===== config.mk =====
export PLATFORM = sky130hd
export DESIGN_NAME = cacc_mul
export DESIGN_NICKNAME = d
export VERILOG_FILES = /design/src/rtl/core/cacc_pkg.sv /design/src/rtl/core/cacc_mul.sv
export SDC_FILE = /design/constraint.sdc
export NUM_CORES = 2
export LEC_CHECK = 0
export ABC_AREA = 1
export BUFFER_PORTS_ARGS = -buffer_cell sky130_fd_sc_hd__buf_2
export CORE_UTILIZATION = 45
export DETAILED_ROUTE_END_ITERATION = 7
export GPL_TIMING_DRIVEN = 1
export PLACE_DENSITY = 0.73
export SLEW_MARGIN = 20
export SYNTH_ARGS = -nofsm -noshare
export SYNTH_HDL_FRONTEND = slang
export SYNTH_SLANG_ARGS = --single-unit

===== constraint.sdc =====
create_clock -name clk_i -period 0.95 [get_ports clk_i]
set_clock_uncertainty 0.2 [all_clocks]
set_input_delay 0.0475 -clock clk_i [delete_from_list [all_inputs] [get_ports clk_i]]
set_output_delay 0.0475 -clock clk_i [all_outputs]
set_load 0.01 [all_outputs]

===== src/rtl/core/cacc_pkg.sv =====
// ----------------------------------------------------------------------------
// cacc_pkg
// Shared types, codes and saturation helpers for the complex accumulator ALU.
// ----------------------------------------------------------------------------
package cacc_pkg;

  // Action codes carried by each input item.
  typedef enum logic [2:0] {
    ACT_LOAD = 3'd0,
    ACT_ADD  = 3'd1,
    ACT_SUB  = 3'd2,
    ACT_MUL  = 3'd3,
    ACT_DIV  = 3'd4
  } action_e;

  // Product slots filled by the shared multiplier.
  localparam int unsigned PROD_NUM = 6;
  localparam logic [2:0] P_AR_BR = 3'd0;
  localparam logic [2:0] P_AI_BI = 3'd1;
  localparam logic [2:0] P_AR_BI = 3'd2;
  localparam logic [2:0] P_AI_BR = 3'd3;
  localparam logic [2:0] P_BR_BR = 3'd4;
  localparam logic [2:0] P_BI_BI = 3'd5;

  localparam logic signed [65:0] S32_MAX = 66'sd2147483647;
  localparam logic signed [65:0] S32_MIN = -66'sd2147483648;
  localparam logic [31:0] POS_LIMIT = 32'h7FFF_FFFF;
  localparam logic [31:0] NEG_LIMIT = 32'h8000_0000;

  // Request to the shared multiplier.
  typedef struct packed {
    logic       vld;
    logic [2:0] tag;
  } mul_req_t;

  // Status and quotient from the divider.
  typedef struct packed {
    logic        done;
    logic        ovf;
    logic [31:0] quot;
  } div_res_t;

  // A clipped 32-bit part together with its clip flag.
  typedef struct packed {
    logic [31:0] val;
    logic        sat;
  } clamp_t;

  // Clip a wide signed value to the 32-bit two's complement range.
  function automatic clamp_t clamp32(input logic signed [65:0] v);
    clamp_t r;
    if (v > S32_MAX) begin
      r.val = POS_LIMIT;
      r.sat = 1'b1;
    end else if (v < S32_MIN) begin
      r.val = NEG_LIMIT;
      r.sat = 1'b1;
    end else begin
      r.val = v[31:0];
      r.sat = 1'b0;
    end
    return r;
  endfunction

  // Apply the sign to an unsigned quotient and clip it.
  function automatic clamp_t div_fix(input logic neg, input logic ovf,
                                     input logic [31:0] quot);
    clamp_t r;
    logic signed [65:0] qs;
    qs = $signed({34'd0, quot});
    if (ovf) begin
      r.val = neg ? NEG_LIMIT : POS_LIMIT;
      r.sat = 1'b1;
    end else begin
      r = clamp32(neg ? -qs : qs);
    end
    return r;
  endfunction

endpackage


===== src/rtl/core/cacc_mul.sv =====
// ----------------------------------------------------------------------------
// cacc_mul
// Shared signed 32x32 multiplier with a registered product and tag.
// ----------------------------------------------------------------------------
module cacc_mul
  import cacc_pkg::*;
(
  input  logic               clk_i,
  input  logic               rst_ni,
  input  mul_req_t           req_i,
  input  logic signed [31:0] a_i,
  input  logic signed [31:0] b_i,
  output mul_req_t           rsp_o,
  output logic signed [63:0] prod_o
);

  mul_req_t           rsp_q;
  logic signed [63:0] prod_q;

  // The tag and valid travel alongside the product.
  always_ff @(posedge clk_i or negedge rst_ni) begin
    if (!rst_ni) begin
      rsp_q <= '0;
    end else begin
      rsp_q <= req_i;
    end
  end

  // Product register; a single multiply sits in front of it.
  always_ff @(posedge clk_i) begin
    if (req_i.vld) begin
      prod_q <= a_i * b_i;
    end
  end

  assign rsp_o  = rsp_q;
  assign prod_o = prod_q;

endmodule


# [Yosys cells after proc, flatten, opt, wreduce, memory -nomap -nowiden]
# Index checks and enable logic that the tools add are counted.
[word_totals] regBits=68 inputBits=70 output_inout_bits=68 word_cells=4
[op_classes] mul=1
[ops] cell="multiplier 32 x 32 -> 64 bit" n=1

# [Longest topological paths before layout]
[depth] word_depth=1 mapped_depth=31 ltp_nobuf=30

# [Worst setup path before layout]
# Ideal clock, no wire load.
[synth_path] path_kind="input port to flip-flop" start="in a_i[31]" end="reg prod_q[59] (netlist: prod_o[59]), data pin" setup_time_ns=0.253 t_arrival_ns=6.579 required_time_ns=0.497 slack_ns=-6.082 cell_stages=27 n_path_buf=1 cell_sequence="clkbuf_1 -> nand2_1 -> inv_1 -> fa_1 -> inv_1 -> fa_1 -> inv_1 -> fa_1 -> fa_1 -> inv_1 -> fa_1 -> inv_1 -> fa_1 -> inv_1 -> fa_1 -> fa_1 -> inv_1 -> ha_1 -> nand2_2 -> nor2_1 -> inv_1 -> nor2_1 -> nand2_1 -> nor3_1 -> nand2_1 -> nand4_1 -> nand2_1"
[synth_via] elab_chain_len=1
[synth_rtl] item="from (decl)" line="cacc_mul.sv:11" source="input logic signed [31:0] a_i,"
[synth_rtl] item="multiplier 32 x 32 -> 64 bit" line="cacc_mul.sv:32" source="prod_q <= a_i * b_i;"
[synth_rtl] item="to (signal assigned)" line="cacc_mul.sv:32"
[synth_rtl] item="to (decl)" line="cacc_mul.sv:18" source="logic signed [63:0] prod_q;"
# No other way between the ends.
# A chain may end at the register's enable or synchronous reset.

# [Worst setup path in the final report]
[layout_path] start="in a_i[31]" end="reg prod_q[63] (netlist: prod_o[63]), data pin"
# Same word-level chain as after synthesis.

==> results_dict.tcl <==
set metrics [dict create \
    status "finished with violations" \
    violations "DRC, hold timing, setup timing" \
    synth_top_family_by_area "adder cells" \
    synthMuxAreaShare 0 \
    hold_viol_final 8 \
    grt_overflow 0 \
    gp_congestion 0.9641 \
    synth_cell_types 28 \
    h-tree-depth 3 \
    cp_data_required_time_ns 0.87 \
    finalSetupViolCount 132 \
    die_area_sq_mm 0.09220 \
    dieHeight_microns 303.6 \
    drt-pass1-iter-count 8 \
    io_buffers 137 \
    synth-simple-area-share 0.1723 \
    yosysSeqAreaShare 0.04938 \
    synthesis.nets 6464 \
    drt-total-wl_microns 129100 \
    multi_input_area_sq_mm 0.03528 \
    drtAntennaViolNets 0 \
    layout-drive-gt1-share 0.2596 \
    drv_slew 0 \
    crit_start "a_i[31]" \
    antenna_found_initial 4 \
    rsz0062_at_grt "true" \
    clockBufferDepth 2 \
    fillerInstances 7386 \
    synthCells 5128 \
    dpl-instance-area_sq_mm 0.04802 \
    drcViolationCount 8 \
    period_share 6.801 \
    routedWlPerCell_microns 18.90 \
    crit_top_cell "nand2_1" \
    track_usage 0.2792 \
    path_class "input pin to flip-flop" \
    post-route-cell-area_sq_mm 0.05279 \
    rows 110 \
    synth_compound_area_frac 0.01238 \
    ys_ff_latch 68 \
    tightest_slew_ns 0.3280 \
    final_nets 6986 \
    cp_slowest_stage_delay_ns 0.65 \
    min_period_ns 6.461 \
    grt_pass1_vias 37450 \
    maxCapViolCount 0 \
    synthAdderAreaFrac 0.5852 \
    grt_max_degree 34 \
    max_freq_ghz 0.1548 \
    cts_tree "built" \
    synth_area_per_cell_sq_um 7.985 \
    place_ws_ns -6.100 \
    seq_area_sq_mm 0.002022 \
    crit_fanout 11 \
    ctsHoldBuffers 6 \
    slew_headroom 0.7807 \
    netlist_area_sq_mm 0.04095 \
    crit_path_end_kind "flip-flop" \
    min_path_type "input pin to flip-flop" \
    die_w_microns 303.6 \
    drt_iter0_drc 2851 \
    numCtsBuffers 9 \
    core_sq_mm 0.09001 \
    areaGrowthSynthToFinish_pct 28.93 \
    top_level_ports 138 \
    crit_path_start_kind "input pin" \
    clock-root-buffer "clkbuf_16" \
    dp_hpwl_microns 103900 \
    grt_pass1_wl_microns 200900 \
    hold_ws_ns -0.009341 \
    worstPathArrival_ns 6.38 \
    start_util 0.4549 \
    critPathCapture "prod_o[63]" \
    avgViaCountPerCell 5.016 \
    num_vias 34270 \
    cts_sinks 68 \
    cts.reportedPaths.clkPinSlew_ns 0.07 \
    crit_path_top_delay_cell "fa_2" \
    synth_xor_area_frac 0.007273 \
    finalWorstSetupSlack_ns -5.511 \
    utilization 0.5865 \
    synth_warnings 0 \
]
[routing by layer]
| layer | up-vias | global-route usage | wire, microns |
|---|---|---|---|
| met1 | 17180 | 0.3476 | 47150 |
| met5 | - | 0 | 26 |
| met3 | 450 | 0.03585 | 10260 |
| met2 | 1555 | 0.4899 | 64050 |
| met4 | 4 | 0.1149 | 7657 |
| li1 | 15070 | - | - |
[cell families after synthesis]
family,after synthesis
AND/OR/NAND/NOR,1773
adder cells (fa/ha/maj),1266
XOR/XNOR,34
flip-flops,68
buffers and inverters,1892
AO/OA/AOI/OAI,95
[placed cells by master (no fill, tap or decap), types with 96 or more instances in the layout]
cell type and instances:
buf_4 397, nand2_4 102, inv_1 1570, buf_12 96, ha_1 113, fa_2 111
nand2_1 1275, nand2_2 143, fa_1 971, inv_2 117
[worst min path at each step]
| stage | cells after the start | to | slack [ns] | from |
|---|---|---|---|---|
| floorplan | 0 | rsp_o[0] | -0.45 | rst_ni |
| global route | 2 | prod_o[27] | -0.003 | req_i[3] |
| detailed placement | 1 | rsp_o[3] | -0.34 | rst_ni |
| finish | 2 | prod_o[28] | -0.009 | req_i[3] |
| global placement | 1 | rsp_o[1] | -0.35 | rst_ni |
| CTS | 2 | prod_o[28] | -0.01 | req_i[3] |
[cell usage after synthesis]
master	instances	area [sq um]
ha_1	184	2302
or2_2	7	43.79
o21ai_0	17	85.08
nand3_2	6	60.06
nand2_2	21	131.4
edfxtp_1	64	1922
inv_2	8	30.03
clkbuf_1	192	720.7
o21a_1	1	7.510
a21oi_1	62	310.3
a21oi_2	1	8.760
nor2_2	31	193.9
nand3_1	73	365.4
nor2_4	3	33.78
o21ai_1	4	20.02
nor2_1	93	349.1
nand2_1	1504	5645
inv_1	1692	6351
dfrtp_1	4	100.1
xor2_1	31	271.5
nor3_2	5	50.05
xnor2_1	3	26.28
nand3b_1	6	45.04
o21bai_1	8	60.06
fa_1	1082	21660
nor3_1	11	55.05
nand4_1	13	81.33
a21o_1	2	15.01
[cell type report]
type,instances,share of cell area
Multi-Input combinational cell,3168,0.6683
Timing Repair Buffer,703,0.1378
Inverter,1700,0.1216
Sequential cell,68,0.03830
Tap cell,1176,0.02787
Clock buffer,9,0.004266
Clock inverter,7,0.001849
Antenna cell,1,0.00004740
[metrics by stage]
step | TNS (ns) | std cells
6_report | -316.57 | 6832
5_1_grt | -328.37 | 6832
4_1_cts | -314.56 | 6779
3_5_place_dp | -339.64 | 6708
3_3_place_gp | -336.90 | 6708
2_1_floorplan | -287.92 | 5128
[registers in the layout, summed over array words and instances, names as in the netlist]
register	flops
rsp_o	4
prod_o	64
[worst max-delay path: cells and delay by family]
| kind | cells | cell delay [ns] |
|---|---|---|
| AOI/OAI and AO/OA | 2 | 0.20 |
| adders and majority gates | 9 | 4.61 |
| buffers and inverters | 8 | 0.70 |
| and+or+nand+nor | 9 | 0.79 |
[what timing repair did]
| action | CTS | global route |
|---|---|---|
| endpoints found under the hold margin | 41 | 10 |
| setup endpoints to repair | 132 | 132 |
| buffers inserted | 41 | 46 |
| cloned | 12 | 13 |
| gates resized for setup | 453 | 454 |
| pin swaps | 163 | 283 |
Power is left out: the tool's default activity adds up to more than one toggle a clock period on the data nets, which glitch-free logic cannot reach.
