==> src/rtl/core/cacc_pkg.sv <==
// ----------------------------------------------------------------------------
// cacc_pkg
// Shared types, codes and saturation helpers for the complex accumulator ALU.
// ----------------------------------------------------------------------------
package cacc_pkg;

  // Action codes carried by each input item.
  typedef enum logic [2:0] {
    ACT_LOAD = 3'd0,
    ACT_ADD  = 3'd1,
    ACT_SUB  = 3'd2,
    ACT_MUL  = 3'd3,
    ACT_DIV  = 3'd4
  } action_e;

  // Product slots filled by the shared multiplier.
  localparam int unsigned PROD_NUM = 6;
  localparam logic [2:0] P_AR_BR = 3'd0;
  localparam logic [2:0] P_AI_BI = 3'd1;
  localparam logic [2:0] P_AR_BI = 3'd2;
  localparam logic [2:0] P_AI_BR = 3'd3;
  localparam logic [2:0] P_BR_BR = 3'd4;
  localparam logic [2:0] P_BI_BI = 3'd5;

  localparam logic signed [65:0] S32_MAX = 66'sd2147483647;
  localparam logic signed [65:0] S32_MIN = -66'sd2147483648;
  localparam logic [31:0] POS_LIMIT = 32'h7FFF_FFFF;
  localparam logic [31:0] NEG_LIMIT = 32'h8000_0000;

  // Request to the shared multiplier.
  typedef struct packed {
    logic       vld;
    logic [2:0] tag;
  } mul_req_t;

  // Status and quotient from the divider.
  typedef struct packed {
    logic        done;
    logic        ovf;
    logic [31:0] quot;
  } div_res_t;

  // A clipped 32-bit part together with its clip flag.
  typedef struct packed {
    logic [31:0] val;
    logic        sat;
  } clamp_t;

  // Clip a wide signed value to the 32-bit two's complement range.
  function automatic clamp_t clamp32(input logic signed [65:0] v);
    clamp_t r;
    if (v > S32_MAX) begin
      r.val = POS_LIMIT;
      r.sat = 1'b1;
    end else if (v < S32_MIN) begin
      r.val = NEG_LIMIT;
      r.sat = 1'b1;
    end else begin
      r.val = v[31:0];
      r.sat = 1'b0;
    end
    return r;
  endfunction

  // Apply the sign to an unsigned quotient and clip it.
  function automatic clamp_t div_fix(input logic neg, input logic ovf,
                                     input logic [31:0] quot);
    clamp_t r;
    logic signed [65:0] qs;
    qs = $signed({34'd0, quot});
    if (ovf) begin
      r.val = neg ? NEG_LIMIT : POS_LIMIT;
      r.sat = 1'b1;
    end else begin
      r = clamp32(neg ? -qs : qs);
    end
    return r;
  endfunction

endpackage

==> src/rtl/core/cacc_div.sv <==
// ----------------------------------------------------------------------------
// cacc_div
// Restoring divider: floor(mag * 2^FRAC_BITS / den), one quotient bit a cycle.
// ----------------------------------------------------------------------------
module cacc_div
  import cacc_pkg::*;
#(
  parameter int FRAC_BITS = 16
) (
  input  logic        clk_i,
  input  logic        rst_ni,
  input  logic        start_i,
  input  logic [63:0] mag_i,
  input  logic [63:0] den_i,
  output div_res_t    res_o
);

  localparam int NW = 64 + FRAC_BITS;

  logic [NW-1:0] num;
  logic [NW-33:0] num_hi;
  logic [63:0]   hi_ext;
  logic          ovf_start;
  logic          busy_q, done_q, ovf_q;
  logic [4:0]    cnt_q;
  logic [63:0]   rem_q, den_q;
  logic [31:0]   low_q, quot_q;
  logic [64:0]   shifted, diff;
  logic          ge;

  // The scaled numerator; its upper part seeds the remainder.
  assign num       = {mag_i, {FRAC_BITS{1'b0}}};
  assign num_hi    = num[NW-1:32];
  assign hi_ext    = {{(32 - FRAC_BITS){1'b0}}, num_hi};
  assign ovf_start = (hi_ext >= den_i);

  // One shift, compare and subtract step.
  assign shifted = {rem_q, low_q[31]};
  assign diff    = shifted - {1'b0, den_q};
  assign ge      = (shifted >= {1'b0, den_q});

  // Control of the iteration.
  always_ff @(posedge clk_i or negedge rst_ni) begin
    if (!rst_ni) begin
      busy_q <= 1'b0;
      done_q <= 1'b0;
      ovf_q  <= 1'b0;
      cnt_q  <= '0;
    end else begin
      done_q <= 1'b0;
      if (start_i) begin
        ovf_q  <= ovf_start;
        done_q <= ovf_start;
        busy_q <= !ovf_start;
        cnt_q  <= '0;
      end else if (busy_q) begin
        cnt_q <= cnt_q + 5'd1;
        if (cnt_q == 5'd31) begin
          busy_q <= 1'b0;
          done_q <= 1'b1;
        end
      end
    end
  end

  // Remainder, pending numerator bits and quotient.
  always_ff @(posedge clk_i) begin
    if (start_i) begin
      rem_q  <= hi_ext;
      low_q  <= num[31:0];
      den_q  <= den_i;
      quot_q <= '0;
    end else if (busy_q) begin
      rem_q  <= ge ? diff[63:0] : shifted[63:0];
      low_q  <= {low_q[30:0], 1'b0};
      quot_q <= {quot_q[30:0], ge};
    end
  end

  assign res_o.done = done_q;
  assign res_o.ovf  = ovf_q;
  assign res_o.quot = quot_q;

endmodule

==> config.mk <==
export PLATFORM = sky130hd
export DESIGN_NAME = cacc_div
export DESIGN_NICKNAME = d
export VERILOG_FILES = /design/src/rtl/core/cacc_pkg.sv /design/src/rtl/core/cacc_div.sv
export SDC_FILE = /design/constraint.sdc
export NUM_CORES = 1
export LEC_CHECK = 0
export ABC_AREA = 1
export BUFFER_PORTS_ARGS = -buffer_cell sky130_fd_sc_hd__clkbuf_2
export CELL_PAD_IN_SITES_DETAIL_PLACEMENT = 1
export CELL_PAD_IN_SITES_GLOBAL_PLACEMENT = 2
export CORE_ASPECT_RATIO = 0.75
export CORE_MARGIN = 2
export CORE_UTILIZATION = 36
export DETAILED_ROUTE_END_ITERATION = 10
export GPL_TIMING_DRIVEN = 0
export PLACE_DENSITY = 0.9
export SYNTH_ARGS = -nofsm -noshare
export SYNTH_HDL_FRONTEND = slang
export SYNTH_SLANG_ARGS = --single-unit
==> constraint.sdc <==
create_clock -name clk_i -period 5.9 [get_ports clk_i]
set_input_delay 1.18 -clock clk_i [delete_from_list [all_inputs] [get_ports clk_i]]
set_output_delay 1.18 -clock clk_i [all_outputs]
set_load 0.02 [all_outputs]
==> Word-level counts from Yosys, hierarchy flattened <==
Index checks and enable logic that the tools add are counted.
{ "totals": {"regBits": 184, "input_bits": 131, "out_inout_bits": 34, "elab_cells": 29} }
{ "op_classes": {"add_sub_neg": 2, "n_lt_le_gt_ge": 2, "n_eq_ne": 1, "mux": 13, "reduce_logical": 2} }
{ "ops": {"columns": ["operator", "count"], "rows": [
  ["$mux W48", 2],
  ["$ge A65 B64 Y1", 1],
  ["$ge A48 B64 Y1", 1],
  ["$mux W32", 2],
  ["$mux W64", 1],
  ["$sub A64 B64 Y64", 1],
  ["$mux W5", 2],
  ["$mux W1", 6],
  ["$add A5 B1 Y5 const B", 1],
  ["$eq A5 B5 Y1 const B", 1],
  ["$reduce_bool A2 Y1", 1],
  ["$logic_not A1 Y1", 1]
]} }

==> Depth between registers and ports, before layout <==
{ "depth": {"ltp_word": 4, "depth_mapped": 20, "ltp_nobuf": 18} }

==> Worst setup path before layout <==
OpenSTA, ideal clock, no wires.
{ "synth_path": {"kind": "input to register", "from": "input start_i", "to": "register low_q[16], enable pin", "setup_time_ns": 0.454, "arrival_ns": 3.354, "t_required_ns": 5.446, "setup_slack_ns": 2.093, "cell_stages": 3, "path_buffers": 1, "path_cell_list": "nor2_1 > inv_1 > clkbuf_1"} }
{ "synth_via": {"elab_chain_len": 1} }
{ "synth_rtl": {"columns": ["item", "line", "text"], "rows": [
  ["start: declaration", "cacc_div.sv:12", "input logic start_i,"],
  ["$reduce_bool A2 Y1 (no line)", null, null],
  ["end signal: assignment", "cacc_div.sv:70", "low_q <= num[31:0];"],
  ["end signal: assignment", "cacc_div.sv:75", "low_q <= {low_q[30:0], 1'b0};"],
  ["end: declaration", "cacc_div.sv:27", "logic [31:0] low_q, quot_q;"]
]} }
No other way between the ends.
A chain may end at the register's enable or synchronous reset.

==> Final worst setup path <==
{ "layout_path": {"from": "register rem_q[41]", "to": "register rem_q[42], data pin"} }
{ "layout_via": {"elab_chain_len": 4, "elab_cells_between_ends": 5, "classes_between": "add/sub (1); order compare (1); mux (3)"} }
{ "layout_rtl": {"columns": ["item", "line", "text"], "rows": [
  ["start: declaration", "cacc_div.sv:26", "logic [63:0] rem_q, den_q;"],
  ["start signal: assignment", "cacc_div.sv:69", "rem_q <= hi_ext;"],
  ["start signal: assignment", "cacc_div.sv:74", "rem_q <= ge ? diff[63:0] : shifted[63:0];"],
  ["$sub A64 B64 Y64 or $ge A65 B64 Y1 (tied branches)", "cacc_div.sv:39, cacc_div.sv:40", null],
  ["$mux W64 (*)", "cacc_div.sv:74", null],
  ["$mux W48 (*)", "cacc_div.sv:73", "end else if (busy_q) begin"],
  ["$mux W48 (*)", "cacc_div.sv:68", "if (start_i) begin"]
]} }
Mark *: on every way between the ends. The rest lies on a longest branch, timed or not. The select of a mux whose other input is x is not followed.

==> impl_metrics.json <==
{
  "outcome": "complete, no violations",
  "rsz0062_at_grt": "no",
  "initial_core_util": 0.364,
  "die_y_um": 174,
  "total_leakage_power_nw": 7.97,
  "ctsHtreeMaxLevel": 4,
  "synth-edff-count": 128,
  "cts_num_sinks": 184,
  "track_usage": 0.265,
  "synth_top_family_by_area": "simple AND/OR/NAND/NOR gates",
  "crit_path_max_incr_delay_ns": 0.49,
  "grt.overflow.total": 0,
  "max_freq_mhz": 294,
  "total_power_w": 0.00661,
  "portBuffers": 164,
  "worstSetupPathType": "flip-flop to flip-flop",
  "grt_antenna_before_repair": 0,
  "use_met3": 0.0407,
  "ctsHoldBuffers": 0,
  "syn_area_um2": 13900,
  "grt_pass1_vias": 13800,
  "use_met2": 0.392,
  "crit_fanout": 10,
  "critPathCaptureType": "flip-flop",
  "synth_compound_area_frac": 0.120,
  "die-area_um2": 40200,
  "cp_common_cell": "nand2_1",
  "synth_seq_cells": 184,
  "grt_max_degree": 62,
  "yosysWarnings": 0,
  "drive_gt1_frac": 0.133,
  "yosysSeqAreaShare": 0.360,
  "postCtsSetupBuffers": 0,
  "cp_cell_sequence": "ha_1, nand2_1, inv_2, nand2_1, nor2_2, nand2_1, nor2_2, nand2_1, nand3_1, nor2_1, nand2_2, buf_6, buf_2, nand3_1, nand3_1, nand2_1",
  "rr_startpoint": "rem_q[41]",
  "path_buf_inv": 3,
  "die_x_um": 231,
  "fin_setup_tns_ns": 0,
  "cts-resized-gates": 0,
  "detail-route-antenna-nets": 0,
  "crit_start": "rem_q[41]",
  "cap_violations": 0,
  "clk_pin_slew_ns": 0.07,
  "skew_ns": 0.0240,
  "fin_crit_ns": 3.40,
  "vias_per_cell": 5.09,
  "first_iter_violations": 901,
  "clock_tree.root_cell": "clkbuf_16",
  "rows": 62,
  "hold_path.class": "flip-flop to flip-flop",
  "synth_nets": 2217,
  "hold_slack_ns": 0.476,
  "grt_use_met1": 0.403,
  "fin_area_um2": 16000,
  "drc": 0,
  "synth-main-ff-cell": "edfxtp_1",
  "gp_congestion": 0.964,
  "slew_violations": 0,
  "min_period_over_period": 0.576,
  "ir_drop_v": 0.000248,
  "synth_simple_gate_area_frac": 0.279,
  "crit_family": "simple AND/OR/NAND/NOR gates",
  "busiest_layer": "met1",
  "critPathSlowestCell": "ha_1",
  "drtPass1Iterations": 5,
  "required_ns": 6.14,
  "ctsLongestPathBuffers": 2,
  "max_slew_margin": 0.355,
  "vias": 13600,
  "clock_latency_ns": 0.49,
  "placed_cell_area_um2": 15400,
  "ys_types": 47,
  "worst_slew_pin_slew_ns": 0.960,
  "synthMuxAreaShare": 0,
  "tritoncts.num_buffers": 17,
  "power_density_nw_per_um2": 412,
  "core_area_um2": 38200,
  "dpl.hpwl_um": 44000,
  "finalHoldViolations": 0,
  "wl_um": 52400,
  "nets": 2402,
  "min_from": "rem_q[52]",
  "syn_to_final_growth_pct": 15.3,
  "antennaDiodeCount": 0,
  "syn_area_per_cell_um2": 7.06,
  "grt_first_pass_wirelength_um": 80800,
  "arrival_ns": 3.64,
  "final_cell_mix": "583 x nand2_1, 343 x inv_1, 164 x clkbuf_2",
  "synth-async-reset-ratio": 0.0435,
  "io_pins": 165,
  "cts_tree": "yes",
  "dp.cells": 2649,
  "finalNonFillerCells": 2681,
  "routedWlPerCell_um": 19.5,
  "finalSetupViolCount": 0,
  "final_common_cell": "nand2_1",
  "synth_xor_area_frac": 0.0202,
  "netlist_instances": 1971,
  "synthAdderAreaFrac": 0.104,
  "startpoint_type": "flip-flop"
}
==> where the power goes <==
| part | total, W | leakage, nW | internal, W | switching, W |
|---|---|---|---|---|
| sequential | 0.00177 | 1.80 | 0.00164 | 0.000130 |
| clock | 0.00123 | 0.302 | 0.000606 | 0.000623 |
| combinational | 0.00360 | 5.87 | 0.00113 | 0.00247 |
| total | 0.00661 | 7.97 | 0.00338 | 0.00323 |
==> synthesized netlist by cell type (4+ instances only) <==
cell,n,share of area
nand2_1,583,0.16
inv_1,343,0.093
nor2_1,149,0.040
edfxtp_1,128,0.28
a21oi_1,114,0.041
ha_1,114,0.10
nand3_1,90,0.032
o21ai_0,87,0.031
dfxtp_1,48,0.069
o21ai_1,40,0.014
o22ai_1,29,0.013
inv_2,28,0.0076
xnor2_1,27,0.017
nor3_1,23,0.0083
clkbuf_1,20,0.0054
nand4_1,16,0.0072
or2_1,14,0.0063
nand3_2,11,0.0079
nor2_2,11,0.0049
o21bai_1,11,0.0059
nand2_2,10,0.0045
dfrtp_1,8,0.014
nor4_1,7,0.0031
buf_2,6,0.0022
o21a_1,5,0.0027
xor2_1,5,0.0031
a21o_1,4,0.0022
nand3b_1,4,0.0022
o211ai_2,4,0.0036
==> routing by layer <==
metal  up-vias  wire length, µm
met3        45             2940
li1       6688                -
met4         0              737
met5         -                0
met2       326            21800
met1      6576            26800
==> metrics by stage <==
step / util / setup WS, ns
5_1_grt: 0.420 / 2.30
3_3_place_gp: 0.403 / -1.06
3_5_place_dp: 0.404 / 2.06
2_1_floorplan: - / 2.09
4_1_cts: 0.420 / 2.56
6_report: 0.420 / 2.50
==> tightest hold or removal path: stages (launching register included) <==
cell and delay (ns):
dfxtp_1 0.33, nand2_1 0.06, nand2_1 0.04
==> layout make-up <==
class	count	area, µm²
flip-flops and latches	184	5000
repair buffers	166	871
inverters	372	1400
clock buffers	19	464
fillers	4967	22100
well taps	512	641
multi-input cells	1376	7280
plain buffers	39	231
clock inverters	13	153
==> flip-flops by register name, indices dropped and copies added (netlist names) <==
| signal | flops |
|---|---|
| cnt_q | 5 |
| done_q | 1 |
| busy_q | 1 |
| rem_q | 64 |
| low_q | 16 |
| quot_q | 32 |
| ovf_q | 1 |
| den_q | 64 |
==> final timing paths <==
kind | slack [ns] | cells past startpoint | to
hold / removal | 0.48 | 2 | rem_q[52]
max in group asynchronous | 5.17 | 1 | cnt_q[0]
min in group asynchronous | 0.54 | 1 | ovf_q
setup reg to reg | 2.50 | 16 | rem_q[42]
setup / recovery | 2.50 | 16 | rem_q[42]
hold reg to reg | 0.48 | 2 | rem_q[52]
==> logic make-up (layout without fill, tap and decap cells) <==
kind of cell,Yosys count,in the layout
buf+inv,411,609
flops,184,184
fa+ha+maj,115,115
simple gates,925,925
xor+xnor,32,32
compound gates,304,304
No activity file was read; power rests on OpenSTA's default activity.
